## src/hdl/kmp_pkg.sv

```systemverilog
package kmp_pkg;

  localparam int MAX_PATTERN   = 16;
  localparam int POSITION_BITS = 32;
  localparam int LEN_W         = $clog2(MAX_PATTERN + 1);
  localparam int IDX_W         = $clog2(MAX_PATTERN);
  localparam int CFG_W         = 64;
  localparam int CFG_IDX_W     = 2;
  localparam int OFFSET_W      = 32;
  localparam int COUNT_W       = 32;

  // Configuration register indexes
  localparam logic [CFG_IDX_W-1:0] CFG_PAT_LOW  = 2'd0;
  localparam logic [CFG_IDX_W-1:0] CFG_PAT_HIGH = 2'd1;
  localparam logic [CFG_IDX_W-1:0] CFG_PAT_LEN  = 2'd2;

  typedef enum logic [2:0] {
    ST_IDLE,
    ST_BUILD_LOAD,
    ST_BUILD_CMP,
    ST_MATCH_STEP,
    ST_MATCH_FIN
  } kmp_state_e;

  typedef struct packed {
    logic build_init;
    logic build_load;
    logic build_fall;
    logic build_store;
    logic accept;
    logic match_fall;
    logic match_adv;
    logic emit;
    logic emit_hit;
  } kmp_cmd_t;

  typedef struct packed {
    logic cfg_write;
    logic build_done;
    logic build_mismatch;
    logic match_mismatch;
    logic match_hit;
    logic out_free;
  } kmp_status_t;

  function automatic logic [7:0] fold_case(logic [7:0] c);
    logic [7:0] r;
    r = c;
    if (c >= 8'h41 && c <= 8'h5A) r = c + 8'h20;
    return r;
  endfunction

endpackage

```

## src/hdl/kmp_ctrl.sv

```systemverilog
module kmp_ctrl import kmp_pkg::*; (
  input  logic        clk_i,
  input  logic        rst_ni,
  input  logic        in_valid_i,
  output logic        in_ready_o,
  input  kmp_status_t status_i,
  output kmp_cmd_t    cmd_o
);

  kmp_state_e state_q, state_d;

  always_ff @(posedge clk_i or negedge rst_ni) begin
    if (!rst_ni) begin
      state_q <= ST_IDLE;
    end else begin
      state_q <= state_d;
    end
  end

  always_comb begin
    state_d = state_q;
    if (status_i.cfg_write) begin
      state_d = ST_BUILD_LOAD;
    end else begin
      case (state_q)
        ST_IDLE: begin
          if (in_valid_i) state_d = ST_MATCH_STEP;
        end
        ST_BUILD_LOAD: begin
          state_d = status_i.build_done ? ST_IDLE : ST_BUILD_CMP;
        end
        ST_BUILD_CMP: begin
          if (!status_i.build_mismatch) state_d = ST_BUILD_LOAD;
        end
        ST_MATCH_STEP: begin
          if (!status_i.match_mismatch) begin
            if (status_i.match_hit) state_d = ST_MATCH_FIN;
            else if (status_i.out_free) state_d = ST_IDLE;
          end
        end
        ST_MATCH_FIN: begin
          if (status_i.out_free) state_d = ST_IDLE;
        end
        default: state_d = ST_IDLE;
      endcase
    end
  end

  always_comb begin
    cmd_o      = '0;
    in_ready_o = (state_q == ST_IDLE) && !status_i.cfg_write;
    if (status_i.cfg_write) begin
      cmd_o.build_init = 1'b1;
    end else begin
      case (state_q)
        ST_IDLE: begin
          cmd_o.accept = in_valid_i;
        end
        ST_BUILD_LOAD: begin
          cmd_o.build_load = 1'b1;
        end
        ST_BUILD_CMP: begin
          if (status_i.build_mismatch) cmd_o.build_fall = 1'b1;
          else cmd_o.build_store = 1'b1;
        end
        ST_MATCH_STEP: begin
          if (status_i.match_mismatch) cmd_o.match_fall = 1'b1;
          else if (status_i.match_hit) cmd_o.match_adv = 1'b1;
          else cmd_o.emit = status_i.out_free;
        end
        ST_MATCH_FIN: begin
          cmd_o.emit     = status_i.out_free;
          cmd_o.emit_hit = status_i.out_free;
        end
        default: cmd_o = '0;
      endcase
    end
  end

endmodule

```

## config.mk

```make
export PLATFORM = sky130hd
export DESIGN_NAME = kmp_ctrl
export DESIGN_NICKNAME = d
export VERILOG_FILES = /design/src/hdl/kmp_pkg.sv /design/src/hdl/kmp_ctrl.sv
export SDC_FILE = /design/constraint.sdc
export NUM_CORES = 1
export LEC_CHECK = 0
export BUFFER_PORTS_ARGS = -buffer_cell sky130_fd_sc_hd__buf_4
export CAP_MARGIN = 10
export CORE_AREA = 4 4 41 43
export CTS_CLUSTER_SIZE = 8
export DETAILED_ROUTE_END_ITERATION = 12
export DIE_AREA = 0 0 45 47
export GPL_TIMING_DRIVEN = 0
export PLACE_DENSITY = 0.56
export SLEW_MARGIN = 20
export SYNTH_ARGS = -nofsm -noshare
export SYNTH_HDL_FRONTEND = slang
export SYNTH_SLANG_ARGS = --single-unit
```

## constraint.sdc

```tcl
create_clock -name clk_i -period 2.27 [get_ports clk_i]
set_input_delay 0.1135 -clock clk_i [delete_from_list [all_inputs] [get_ports clk_i]]
set_output_delay 0.1135 -clock clk_i [all_outputs]
set_load 0.02 [all_outputs]
```

==> Word-level counts from Yosys, hierarchy flattened <==
Index checks and enable logic that the tools add are counted.
{ "word_totals": {"wordCells": 34, "regBits": 3, "in_bits": 9, "out_inout_bits": 10} }
{ "classes": {"reduce_logical": 4, "mux": 22, "eq_ne": 7} }
{ "op_table": {"columns": ["cell", "n"], "rows": [
  ["3-bit 2-to-1 mux", 6],
  ["3-bit case mux with 5 select lines", 1],
  ["1-bit 2-to-1 mux", 9],
  ["3-bit inequality test, second input constant", 3],
  ["2-bit 2-to-1 mux", 4],
  ["8-bit 2-to-1 mux", 1],
  ["3-bit by 2-bit equality test with 1-bit output, second input constant", 2],
  ["3-bit by 1-bit equality test with 1-bit output, second input constant", 1],
  ["3-bit equality test, second input constant", 1],
  ["3-bit logical NOT", 1],
  ["3-bit AND reduction", 1],
  ["1-bit case mux with 2 select lines", 1],
  ["1-bit logical AND", 1],
  ["1-bit logical NOT", 1]
]} }

==> Depth between registers and ports, before layout <==
{ "depth": {"ltp_word": 5, "mapped_depth": 4, "depth_no_buf": 3} }

==> Worst setup path before layout <==
OpenSTA, ideal clock, no wires.
{ "synth_path": {"kind": "reg-to-output", "startpoint": "register state_q[2]", "endpoint": "output cmd_o[4] (netlist name)", "path_stages_with_launch": 4, "required_time_ps": 2156, "t_arrival_ps": 1491, "setup_slack_ps": 666, "n_path_buf": 0, "cell_sequence": "dfrtp_1 > or2_4 > nor3_1 > and2_1"} }
{ "synth_lines": {"columns": ["item", "line_no", "source"], "rows": [
  ["start, declared", "kmp_ctrl.sv:10", "kmp_state_e state_q, state_d;"],
  ["start signal, assigned", "kmp_ctrl.sv:16", "state_q <= state_d;"],
  ["end, declared", "kmp_ctrl.sv:7", "output kmp_cmd_t cmd_o"]
]} }

==> metrics.json <==
{
  "run_status": {
    "outcome": "finished, final reports clean"
  },
  "route": {
    "wirelength_um": 868,
    "ant_nets": 0,
    "number_of_vias_in_the_routed_layout": 353,
    "drc": 0,
    "drt-initial-drc-count": 6,
    "drt-pass1-iter-count": 4,
    "vias_per_cell": 4.64,
    "routedWlPerCell_um": 11.4
  },
  "sta": {
    "report.final.setup_viol": 0,
    "rsz0062_at_grt": "no",
    "max-slew-margin-rel_pct": 81.6,
    "worst_pin_slew_ns": 0.275,
    "report.final.slew_viol_count": 0,
    "timing.fmax_mhz": 600,
    "postLayoutSetupSlackWorst_ns": 0.604,
    "clk_skew_ns": 0.00107,
    "post-route-min-period_ns": 1.67,
    "finalHoldWorstSlack_ns": 0.191,
    "timing.final.hold_violations": 0,
    "final.period_utilization_pct": 73.4,
    "setup_tns_ns": 0
  },
  "critical_path": {
    "worstSetupStartpointType": "flop",
    "endpoint_kind": "output pin",
    "cp_data_arrival_time_ns": 1.55,
    "rr_startpoint": "state_q[1]",
    "worstSetupPathType": "reg2out",
    "critPathLaunch": "state_q[1]",
    "worstPathMaxFanout": 10,
    "critical_path_required_ns": 2.16
  },
  "clock_network": {
    "ctsHtreeMaxLevel": 1,
    "path_clk_slew_ns": 0.04,
    "tritoncts": "done",
    "clock_tree.buffer_depth": 2,
    "cts_inserted_buffers": 3,
    "worst_skew_pair.late_latency_ns": 0.23,
    "cts_setup_buffers": 0,
    "cts_root_buffer": "sky130_fd_sc_hd__clkbuf_4",
    "clock_sinks": 3
  },
  "finish": {
    "largest_register_ff_count": 3,
    "syn2layout_area_growth_pct": 60.8,
    "largestRegisters": "state_q x3",
    "finalNetCount": 71,
    "final_standard_cell_area_without_fillers_um2": 503,
    "post-route-util_pct": 38.7,
    "num_antenna_cells": 0,
    "num-fill-cells": 145,
    "top_register": "state_q",
    "fin_cells": 76,
    "drive_gt1_share_pct": 50.8
  },
  "synth": {
    "synthesis.yosys.warnings": 0,
    "top_cells_by_area_in_the_synthesized_netlist": "sky130_fd_sc_hd__dfrtp_1 (24%), sky130_fd_sc_hd__a221oi_2 (4.8%), sky130_fd_sc_hd__buf_4 (4.8%)",
    "netlist.area_leader.share_pct": 24.0,
    "synthMostInstantiatedCell": "sky130_fd_sc_hd__nor2_1",
    "ys_seq_elements": 3,
    "synth-seq-area-share_pct": 24.0,
    "dominantRegCellSynth": "sky130_fd_sc_hd__dfrtp_1",
    "syn-cell-area_um2": 313,
    "count_of_flip_flops_with_a_built_in_enable_after_synthesis": 0,
    "async_reset_ff_share_pct": 100,
    "synth.top_cells.by_count": "sky130_fd_sc_hd__nor2_1 (4), sky130_fd_sc_hd__dfrtp_1 (3), sky130_fd_sc_hd__nand2_1 (3)",
    "largest_area_contributor_in_the_netlist": "sky130_fd_sc_hd__dfrtp_1",
    "synth_cell_types": 26,
    "postSynthNetCount": 47,
    "synth_area_per_cell_um2": 8.23,
    "postSynthCellCount": 38
  },
  "power": {
    "power_uw": 430,
    "power.share.combinational_pct": 58.3,
    "total_switching_power_uw": 166,
    "p_seq_share_pct": 20.3,
    "power.leakage_nw": 0.234,
    "cellInternalPower_uw": 264,
    "switching_share_pct": 38.6,
    "vdd_ir_drop_max_v": 0.000347,
    "share_clk_of_total_power_pct": 21.4,
    "cell_pwr_density_mw_per_mm2": 854
  },
  "global_routing": {
    "grt_pass1_vias": 300,
    "grt_antenna_before_repair": 0,
    "grt_start_max_net_pins": 11,
    "grt_usage_pct": 8.70,
    "grt-ovfl-total": 0,
    "grt_first_pass_wirelength_um": 1320
  },
  "min_path": {
    "min_path_type": "in2reg",
    "holdCritStartpoint": "status_i[0]"
  },
  "place": {
    "port_buffer_count": 18,
    "globalplace.congestion": 0.766,
    "placed_cell_area_um2": 467,
    "place_ws_ns": 0.858,
    "place_inst": 71
  },
  "floorplan": {
    "die-height_um": 47,
    "standard_cell_core_area_mm2": 0.00130,
    "start_util_pct": 24.0,
    "die-area_mm2": 0.00212,
    "floorplan.io_pins": 19,
    "die_width_um": 45,
    "num_rows": 13
  },
  "run": {
    "max-cap-violations": 0
  }
}
timing repair:
item,CTS,global route
hold buffers,1,0
hold endpoints to repair,3,0
gates resized for setup,0,0
power groups by stage:
stage / Combinational, mW / Clock (mW) / Sequential [mW]
6_report: 0.250 / 0.0921 / 0.0872
5_1_grt: 0.279 / 0.0996 / 0.0899
4_1_cts: 0.253 / 0.0988 / 0.0869
3_5_place_dp: 0.251 / 0 / 0.0877
3_3_place_gp: 0.251 / 0 / 0.0868
2_1_floorplan: 0.181 / 0 / 0.0830
cells by family (layout without fill, tap and decap cells):
| family | after synthesis | in the layout | share of synthesized area, % |
|---|---|---|---|
| DFF | 3 | 3 | 24.0 |
| AOI/OAI and AO/OA | 8 | 8 | 22.4 |
| and+or+nand+nor | 23 | 23 | 44.0 |
| buffers and inverters | 4 | 27 | 9.60 |
final cells by class:
type | count | area (µm²) | share of cell area [%]
plain buffers | 3 | 26.3 | 5.22
clock buffers | 4 | 26.3 | 5.22
inverters | 1 | 3.75 | 0.746
multi-input cells | 31 | 208 | 41.3
flip-flops and latches | 3 | 75.1 | 14.9
well taps | 15 | 18.8 | 3.73
repair buffers | 19 | 145 | 28.9
metal layers:
layer / GRT usage (%) / part of all wire, %
met5: 0 / 0
met4: 7.02 / 0
met3: 1.15 / 11
met2: 10.7 / 44
met1: 13.0 / 45
cells in the final DEF (no fill, tap or decap), types with 2 or more instances in the layout:
| cell | count |
|---|---|
| sky130_fd_sc_hd__a21oi_1 | 2 |
| sky130_fd_sc_hd__buf_4 | 20 |
| sky130_fd_sc_hd__clkbuf_4 | 3 |
| sky130_fd_sc_hd__dfrtp_1 | 3 |
| sky130_fd_sc_hd__nand2_1 | 3 |
| sky130_fd_sc_hd__nor2_1 | 4 |
| sky130_fd_sc_hd__nor2b_1 | 2 |
| sky130_fd_sc_hd__nor3_1 | 2 |
| sky130_fd_sc_hd__or4_1 | 2 |
worst paths after layout:
path | to | slack (ns) | cells past startpoint
max | cmd_o[1] | 0.60 | 5
min | state_q[2] | 0.19 | 3
max reg2reg | state_q[0] | 0.90 | 4
min reg2reg | state_q[2] | 0.70 | 2
max in group asynchronous | state_q[2] | 1.96 | 2
min in group asynchronous | state_q[1] | 0.22 | 2
worst max-delay path: stages (launching register included):
cell and delay [ns]:
sky130_fd_sc_hd__dfrtp_1 0.39, sky130_fd_sc_hd__buf_6 0.15, sky130_fd_sc_hd__nand2_1 0.07, sky130_fd_sc_hd__or4_1 0.40
sky130_fd_sc_hd__a21oi_1 0.15, sky130_fd_sc_hd__buf_4 0.15
Note: power is estimated with default switching activity, not from simulation.
