`config.mk`:
```
export PLATFORM = sky130hd
export DESIGN_NAME = kmp_datapath
export DESIGN_NICKNAME = d
export VERILOG_FILES = /design/src/hdl/kmp_pkg.sv /design/src/hdl/kmp_datapath.sv
export SDC_FILE = /design/constraint.sdc
export NUM_CORES = 1
export LEC_CHECK = 0
export ABC_CLOCK_PERIOD_IN_PS = 7300
export BUFFER_PORTS_ARGS = -buffer_cell sky130_fd_sc_hd__buf_4
export CAP_MARGIN = 25
export CORE_MARGIN = 2
export CORE_UTILIZATION = 45
export DETAILED_ROUTE_END_ITERATION = 8
export PLACE_DENSITY = 0.65
export SLEW_MARGIN = 10
export SYNTH_ARGS = -nofsm -noshare
export SYNTH_HDL_FRONTEND = slang
export SYNTH_SLANG_ARGS = --single-unit
```
`constraint.sdc`:
```
create_clock -name clk_i -period 7.3 [get_ports clk_i]
set_input_delay 1.46 -clock clk_i [delete_from_list [all_inputs] [get_ports clk_i]]
set_output_delay 1.46 -clock clk_i [all_outputs]
set_load 0.005 [all_outputs]
```
`src/hdl/kmp_pkg.sv`:
```
package kmp_pkg;

  localparam int MAX_PATTERN   = 16;
  localparam int POSITION_BITS = 32;
  localparam int LEN_W         = $clog2(MAX_PATTERN + 1);
  localparam int IDX_W         = $clog2(MAX_PATTERN);
  localparam int CFG_W         = 64;
  localparam int CFG_IDX_W     = 2;
  localparam int OFFSET_W      = 32;
  localparam int COUNT_W       = 32;

  // Configuration register indexes
  localparam logic [CFG_IDX_W-1:0] CFG_PAT_LOW  = 2'd0;
  localparam logic [CFG_IDX_W-1:0] CFG_PAT_HIGH = 2'd1;
  localparam logic [CFG_IDX_W-1:0] CFG_PAT_LEN  = 2'd2;

  typedef enum logic [2:0] {
    ST_IDLE,
    ST_BUILD_LOAD,
    ST_BUILD_CMP,
    ST_MATCH_STEP,
    ST_MATCH_FIN
  } kmp_state_e;

  typedef struct packed {
    logic build_init;
    logic build_load;
    logic build_fall;
    logic build_store;
    logic accept;
    logic match_fall;
    logic match_adv;
    logic emit;
    logic emit_hit;
  } kmp_cmd_t;

  typedef struct packed {
    logic cfg_write;
    logic build_done;
    logic build_mismatch;
    logic match_mismatch;
    logic match_hit;
    logic out_free;
  } kmp_status_t;

  function automatic logic [7:0] fold_case(logic [7:0] c);
    logic [7:0] r;
    r = c;
    if (c >= 8'h41 && c <= 8'h5A) r = c + 8'h20;
    return r;
  endfunction

endpackage

```
`src/hdl/kmp_datapath.sv`:
```
module kmp_datapath import kmp_pkg::*; (
  input  logic                 clk_i,
  input  logic                 rst_ni,
  input  logic                 cfg_we_i,
  input  logic [CFG_IDX_W-1:0] cfg_idx_i,
  input  logic [CFG_W-1:0]     cfg_data_i,
  input  logic [7:0]           text_byte_i,
  input  logic                 start_of_text_i,
  input  kmp_cmd_t             cmd_i,
  output kmp_status_t          status_o,
  input  logic                 out_ready_i,
  output logic                 out_valid_o,
  output logic                 match_found_o,
  output logic [OFFSET_W-1:0]  match_offset_o,
  output logic [COUNT_W-1:0]   match_count_o
);

  logic [CFG_W-1:0]         pat_lo_q, pat_hi_q;
  logic [4:0]               len_raw_q;
  logic [LEN_W-1:0]         fail_q [MAX_PATTERN];
  logic [LEN_W-1:0]         idx_q;    // matched prefix, also k while building
  logic [LEN_W-1:0]         qb_q;     // table entry under construction
  logic [7:0]               cur_q;    // folded pattern byte at qb_q
  logic [7:0]               char_q;   // folded text byte
  logic [POSITION_BITS-1:0] pos_q;
  logic [COUNT_W-1:0]       cnt_q;
  logic                     out_valid_q, out_found_q;
  logic [OFFSET_W-1:0]      out_offset_q;
  logic [COUNT_W-1:0]       out_count_q;

  logic [LEN_W-1:0]         len_eff;
  logic [2*CFG_W-1:0]       pat_word;
  logic [IDX_W-1:0]         pat_addr, fail_addr;
  logic [7:0]               pat_rd;
  logic [LEN_W-1:0]         fail_rd;
  logic                     eq_build, eq_match;
  logic [LEN_W-1:0]         k_next, q_next;
  logic [POSITION_BITS-1:0] offset_full;
  logic                     out_free;

  // Clamp length to 1..MAX_PATTERN
  always_comb begin
    if (len_raw_q == 5'd0) len_eff = LEN_W'(1);
    else if (32'(len_raw_q) > MAX_PATTERN) len_eff = LEN_W'(MAX_PATTERN);
    else len_eff = LEN_W'(len_raw_q);
  end

  assign pat_word  = {pat_hi_q, pat_lo_q};
  assign pat_addr  = cmd_i.build_load ? IDX_W'(qb_q) : IDX_W'(idx_q);
  assign pat_rd    = fold_case(pat_word[{pat_addr, 3'b000} +: 8]);
  assign fail_addr = IDX_W'(idx_q - LEN_W'(1));
  assign fail_rd   = fail_q[fail_addr];

  assign eq_build = (pat_rd == cur_q);
  assign eq_match = (pat_rd == char_q);
  assign k_next   = idx_q + LEN_W'(eq_build);
  assign q_next   = idx_q + LEN_W'(eq_match);

  assign offset_full = pos_q - POSITION_BITS'(len_eff) + POSITION_BITS'(1);
  assign out_free    = !out_valid_q || out_ready_i;

  always_comb begin
    status_o                = '0;
    status_o.cfg_write      = cfg_we_i && (cfg_idx_i == CFG_PAT_LOW ||
                                           cfg_idx_i == CFG_PAT_HIGH ||
                                           cfg_idx_i == CFG_PAT_LEN);
    status_o.build_done     = (qb_q >= len_eff);
    status_o.build_mismatch = (idx_q != '0) && !eq_build;
    status_o.match_mismatch = (idx_q != '0) && !eq_match;
    status_o.match_hit      = (q_next == len_eff);
    status_o.out_free       = out_free;
  end

  // Configuration registers
  always_ff @(posedge clk_i or negedge rst_ni) begin
    if (!rst_ni) begin
      pat_lo_q  <= '0;
      pat_hi_q  <= '0;
      len_raw_q <= 5'd1;
    end else if (cfg_we_i) begin
      case (cfg_idx_i)
        CFG_PAT_LOW:  pat_lo_q  <= cfg_data_i;
        CFG_PAT_HIGH: pat_hi_q  <= cfg_data_i;
        CFG_PAT_LEN:  len_raw_q <= cfg_data_i[4:0];
        default:      ;
      endcase
    end
  end

  // Failure table; entry 0 is always zero
  always_ff @(posedge clk_i or negedge rst_ni) begin
    if (!rst_ni) begin
      for (int i = 0; i < MAX_PATTERN; i++) fail_q[i] <= '0;
    end else if (cmd_i.build_store) begin
      fail_q[IDX_W'(qb_q)] <= k_next;
    end
  end

  // Match / build state
  always_ff @(posedge clk_i or negedge rst_ni) begin
    if (!rst_ni) begin
      idx_q <= '0;
      qb_q  <= LEN_W'(1);
      pos_q <= '0;
      cnt_q <= '0;
    end else begin
      if (cmd_i.build_init) begin
        idx_q <= '0;
        qb_q  <= LEN_W'(1);
      end
      if (cmd_i.build_fall || cmd_i.match_fall) idx_q <= fail_rd;
      if (cmd_i.build_store) begin
        idx_q <= k_next;
        qb_q  <= qb_q + LEN_W'(1);
      end
      // Table complete: matching restarts from an empty prefix
      if (cmd_i.build_load && qb_q >= len_eff) idx_q <= '0;
      if (cmd_i.accept && start_of_text_i) begin
        idx_q <= '0;
        pos_q <= '0;
        cnt_q <= '0;
      end
      if (cmd_i.match_adv) idx_q <= q_next;
      if (cmd_i.emit) begin
        pos_q <= pos_q + POSITION_BITS'(1);
        if (cmd_i.emit_hit) begin
          idx_q <= fail_rd;
          if (cnt_q != '1) cnt_q <= cnt_q + COUNT_W'(1);
        end else begin
          idx_q <= q_next;
        end
      end
    end
  end

  always_ff @(posedge clk_i) begin
    if (cmd_i.build_load) cur_q <= pat_rd;
    if (cmd_i.accept) char_q <= fold_case(text_byte_i);
  end

  // Output register
  always_ff @(posedge clk_i or negedge rst_ni) begin
    if (!rst_ni) begin
      out_valid_q <= 1'b0;
    end else if (cmd_i.emit) begin
      out_valid_q <= 1'b1;
    end else if (out_ready_i) begin
      out_valid_q <= 1'b0;
    end
  end

  always_ff @(posedge clk_i) begin
    if (cmd_i.emit) begin
      out_found_q  <= cmd_i.emit_hit;
      out_offset_q <= cmd_i.emit_hit ? OFFSET_W'(offset_full) : '0;
      out_count_q  <= (cmd_i.emit_hit && cnt_q != '1) ? cnt_q + COUNT_W'(1) : cnt_q;
    end
  end

  assign out_valid_o    = out_valid_q;
  assign match_found_o  = out_found_q;
  assign match_offset_o = out_offset_q;
  assign match_count_o  = out_count_q;

endmodule

```
Yosys cells after proc, flatten, opt, wreduce, memory -nomap -nowiden
Index checks and enable logic that the tools add are counted.
- add/sub/neg operators: 10
- $mul: 0
- div/mod/pow operators: 0
- order comparisons: 9
- eq/ne operators: 6
- shifts and indexed selects: 1
- multiplexer cells: 30
- bitwise logic cells: 2
- reductions and logical operators: 26
- operators with widths (cell ; count):
    2-to-1 mux 32 bit ; 7
    indexed part select 128 x 8 -> 8 bit ; 1
    adder 32 x 1 -> 32 bit (second input constant) ; 3
    bitwise mux 80 bit ; 1
    2-to-1 mux 5 bit ; 15
    != test 32 bit (second input constant) ; 1
    subtractor 32 x 5 -> 32 bit ; 1
    binary-select mux 5 bit (select 4 bit) ; 1
    demux 5 bit (select 4 bit) ; 1
    adder 8 x 6 -> 8 bit (second input constant) ; 2
    == test 8 bit ; 2
    >= comparator 8 x 7 -> 1 bit (second input constant) ; 2
    <= comparator 8 x 7 -> 1 bit (second input constant) ; 2
    2-to-1 mux 8 bit ; 2
    adder 5 x 1 -> 5 bit ; 2
    >= comparator 5 bit (second input constant) ; 2
    inverter 4 -> 5 bit ; 2
    logical AND 1 bit ; 9
    nonzero test 7 bit ; 1
    AND reduction 2 bit ; 3
    nonzero test 2 bit ; 3
    adder 5 x 1 -> 5 bit (second input constant) ; 1
    == test 5 bit ; 1
    >= comparator 5 bit ; 1
    12 further kinds ; 18
- register bits after elaboration: 369
- bits in latches: 0
- memory bits (writable): 0
- memory bits (read-only): 0
- bits of input ports: 88
- output and inout bits: 72
- word-level logic and storage cells: 113
- memories: 0

Depth between registers and ports, before layout
- depth after elaboration: 12
- gate-level depth with buffers: 26
- mapped depth without buffers: 23

Worst setup path before layout
No wires, ideal clock.
- path kind: input -> output
- start point: input port cmd_i[7] (netlist name)
- end point: output port status_o[1] (netlist name)
- arrival: 5.731 ns
- data required time: 5.840 ns
- slack: 0.109 ns
- stages: 19
- path buffers: 2
- cells stage by stage: buf_4 > mux2i_2 > buf_4 > mux4_2 > mux2_2 > a222oi_1 > o211ai_1 > o2bb2ai_2 > o21ai_2 > xor2_1 > or4_1 > nor3_1 > ha_1 > nand3_1 > xor2_1 > xnor2_1 > nor3_1 > a31oi_1 > nor4_1
- RTL lines (item ; RTL line ; RTL):
    start: declaration ; kmp_datapath.sv:9 ; input kmp_cmd_t cmd_i,
    end: declaration ; kmp_datapath.sv:10 ; output kmp_status_t status_o,

==> results.json <==
{
  "status": "complete, but fails checks",
  "violations": "negative setup slack",
  "fmax_ghz": 0.135,
  "cp.arrival_ns": 5.93,
  "yosys-top-cells-count": "dfrtp_1, mux2_2, nand2_1",
  "routabilityCongestion": 0.890,
  "grt_pass1_vias": 13400,
  "grt_first_pass_wirelength_um": 74200,
  "synth-edff-count": 81,
  "die_h_um": 212,
  "layout-drive-gt1-share_pct": 27.4,
  "path_max_fanout": 7,
  "p_leak_nw": 10.3,
  "antenna_found_initial": 1,
  "fp.coreArea_um2": 42800,
  "fin_util_pct": 53.8,
  "path_cells": "buf_4, buf_6, mux2i_4, buf_12, buf_12, mux4_2, mux2_4, a222oi_1, buf_4, o211ai_1, o2bb2ai_2, o21ai_2, xor2_1, or4_4, nor3_4, ha_4, ha_4, nand3_4, xnor2_2, nor3_2, a31oi_1, nor4_1, buf_4, buf_4",
  "dominantRegCellSynth": "dfrtp_1",
  "htree_levels": 2,
  "finish.net_count": 2051,
  "timing.final.crit_share_pct": 101,
  "grt_max_degree": 163,
  "rsz0062_at_grt": "true",
  "postLayoutSetupSlackWorst_ns": -0.0922,
  "row_count": 76,
  "synth_nets": 1863,
  "clock_skew_ns": 0.0159,
  "yosysUniqueCellTypes": 68,
  "relSlewSlack_pct": 31.9,
  "routedWlPerCell_um": 19.0,
  "setup_viol": 1,
  "cts-buffers-inserted": 41,
  "cp_top_family": "simple AND/OR/NAND/NOR gates",
  "cts.path.max_buffers": 3,
  "synth.most_common_cell": "dfrtp_1",
  "crit_required_ns": 5.84,
  "netlist_area_um2": 19400,
  "drtAntennaViolNets": 0,
  "critPathBufInv": 7,
  "design_area_um2": 23000,
  "synth_top_area_share_pct": 36.9,
  "holdBufCountCts": 0,
  "placed_cell_area_um2": 21500,
  "pre_cts_ws_ns": -0.156,
  "die_area_um2": 44800,
  "cts_num_sinks": 369,
  "worst_slew_pin_slew_ns": 1.02,
  "yosysSeqAreaShare_pct": 49.7,
  "area_growth_pct": 18.8,
  "num_antenna_cells": 0,
  "dieWidth_um": 212,
  "post_synth_inst_count": 1695,
  "gr-usage-all-layers_pct": 21.0,
  "max_stage_delay_ns": 0.45,
  "setup.worst_path.end_class": "primary output",
  "cts_tree": "done",
  "port-buffer-count": 159,
  "powerDensity_nw_per_um2": 322,
  "fin_cells": 2461,
  "holdCritPathClass": "reg2reg",
  "drc": 0,
  "drt_wl_total_um": 46900,
  "vdd_drop_max_uv": 198,
  "min_period_ns": 7.39,
  "avgViaCountPerCell": 5.58,
  "hpwl_um": 33400,
  "power_mw": 7.41,
  "crit_top_cell": "buf_4",
  "start_util_pct": 45.3,
  "start_kind": "input port",
  "overflow": 0,
  "criticalPathCategory": "in2out",
  "n_fill_cell": 3653,
  "yosys-top-cells-area": "dfrtp_1, edfxtp_1, mux2_2",
  "slew_violations": 0,
  "first_pass_iters": 7,
  "synth_largest_area_cell": "dfrtp_1",
  "maxCapViolCount": 0,
  "pin_count": 160,
  "path_clk_slew_ns": 0.06,
  "finalHoldViolCount": 0,
  "postSynthAreaPerCell_um2": 11.4,
  "drt_iter0_drc": 908,
  "ys_warn_count": 0,
  "ys_ff_latch": 369,
  "clk_latency_ns": 0.56,
  "clock-root-buffer": "clkbuf_16",
  "dp.cells": 2379,
  "synthArstFlopShare_pct": 78.0,
  "vias": 13700,
  "cp_slowest_cell": "or4_4"
}
kinds of logic (layout without fill, tap and decap cells):
| logic type | after synthesis | count (layout) | share of synthesized area (%) |
|---|---|---|---|
| xor gates and xnor gates | 87 | 87 | 3.93 |
| and+or+nand+nor | 455 | 455 | 10.9 |
| DFF | 369 | 369 | 49.7 |
| muxes | 284 | 284 | 18.6 |
| adders and majority gates | 80 | 80 | 5.20 |
| AOI/OAI and AO/OA | 281 | 281 | 8.90 |
| buffers and inverters | 139 | 359 | 2.81 |
worst register-to-register path: stages, from the launching register on:
cell and delay, ns:
dfrtp_1 0.55, mux2i_4 0.25, buf_12 0.15, buf_12 0.11
buf_12 0.20, nor2b_1 0.09, a211oi_1 0.23, a211oi_1 0.10
o31ai_2 0.49, inv_1 0.09, ha_1 0.35, nor2b_1 0.18
mux2i_1 0.18, o32ai_1 0.10, nor4_1 0.32, and4_1 0.24
o21ai_1 0.07, a211oi_1 0.34, buf_4 0.19, ha_1 0.17
ha_1 0.19, nand3_1 0.10, xor2_1 0.22, o21ai_0 0.10
a221oi_1 0.31, a21oi_1 0.08, a21o_1 0.18
flip-flops by register name (all words and copies together) (netlist names), 8 cells and up:
| register | flops |
|---|---|
| pat_hi_q | 64 |
| match_count_o | 32 |
| cur_q | 8 |
| pat_lo_q | 64 |
| fail_q | 80 |
| cnt_q | 32 |
| char_q | 8 |
| match_offset_o | 32 |
| pos_q | 32 |
where the power goes:
part	internal [mW]	switching, mW	total (mW)
Clock	1.28	0.851	2.13
Combinational	1.24	1.22	2.46
Sequential	2.53	0.295	2.83
path summary, 6_finish.rpt:
path | end | slack [ns] | cells past startpoint | startpoint
max in group asynchronous | pat_lo_q[32]$_DFFE_PN0P_ | 5.25 | 2 | rst_ni
setup reg to reg | idx_q[4]$_DFFE_PN0P_ | 1.63 | 26 | idx_q[1]$_DFFE_PN0P_
hold / removal | fail_q[52]$_DFFE_PN0P_ | 0.48 | 2 | fail_q[52]$_DFFE_PN0P_
min in group asynchronous | cnt_q[16]$_DFF_PN0_ | 0.81 | 1 | rst_ni
hold reg to reg | fail_q[52]$_DFFE_PN0P_ | 0.48 | 2 | fail_q[52]$_DFFE_PN0P_
setup / recovery | status_o[1] | -0.09 | 24 | cmd_i[7]
final cells by class:
class                      count  area [um2]  share of cell area (%)
multi-input combinational   1187        9330                    40.5
timing repair buffer         219        1760                    7.64
inverter                      65         244                    1.06
sequential                   369        9640                    41.9
tap                          546         683                    2.97
clock buffer                  58        1180                    5.13
clock inverter                17         199                   0.864
cell usage in the layout (no fill, tap or decap), types with 49 or more instances in the layout:
master / instances
a21oi_1: 49
buf_4: 206
dfrtp_1: 286
edfxtp_1: 81
ha_1: 77
inv_1: 65
mux2_2: 172
mux2i_1: 64
nand2_1: 173
nand3_1: 56
nor2_1: 101
o21ai_0: 117
what timing repair did:
item | 4_1_cts | 5_1_grt
resized for setup | 1 | 20
setup buffers | 2 | 4
endpoints found under the setup margin | 1 | 2
pin swaps | 2 | 9
endpoints found under the hold margin | 0 | 0
metal layers:
metal | up-vias | wire length, um | GRT usage [%]
met2 | 323 | 21200 | 31.9
met3 | 71 | 2660 | 4.01
met1 | 6832 | 21700 | 30.3
met4 | 2 | 1280 | 7.31
met5 | - | 7 | 0
li1 | 6515 | - | -
per-stage QoR:
stage	setup TNS, ns	hold slack [ns]
2_1_floorplan	0	0.445
3_3_place_gp	0	0.457
3_5_place_dp	-0.156	0.465
4_1_cts	-0.124	0.478
5_1_grt	-0.304	0.492
6_report	-0.0922	0.479
Power figures use the tool's default switching activity.
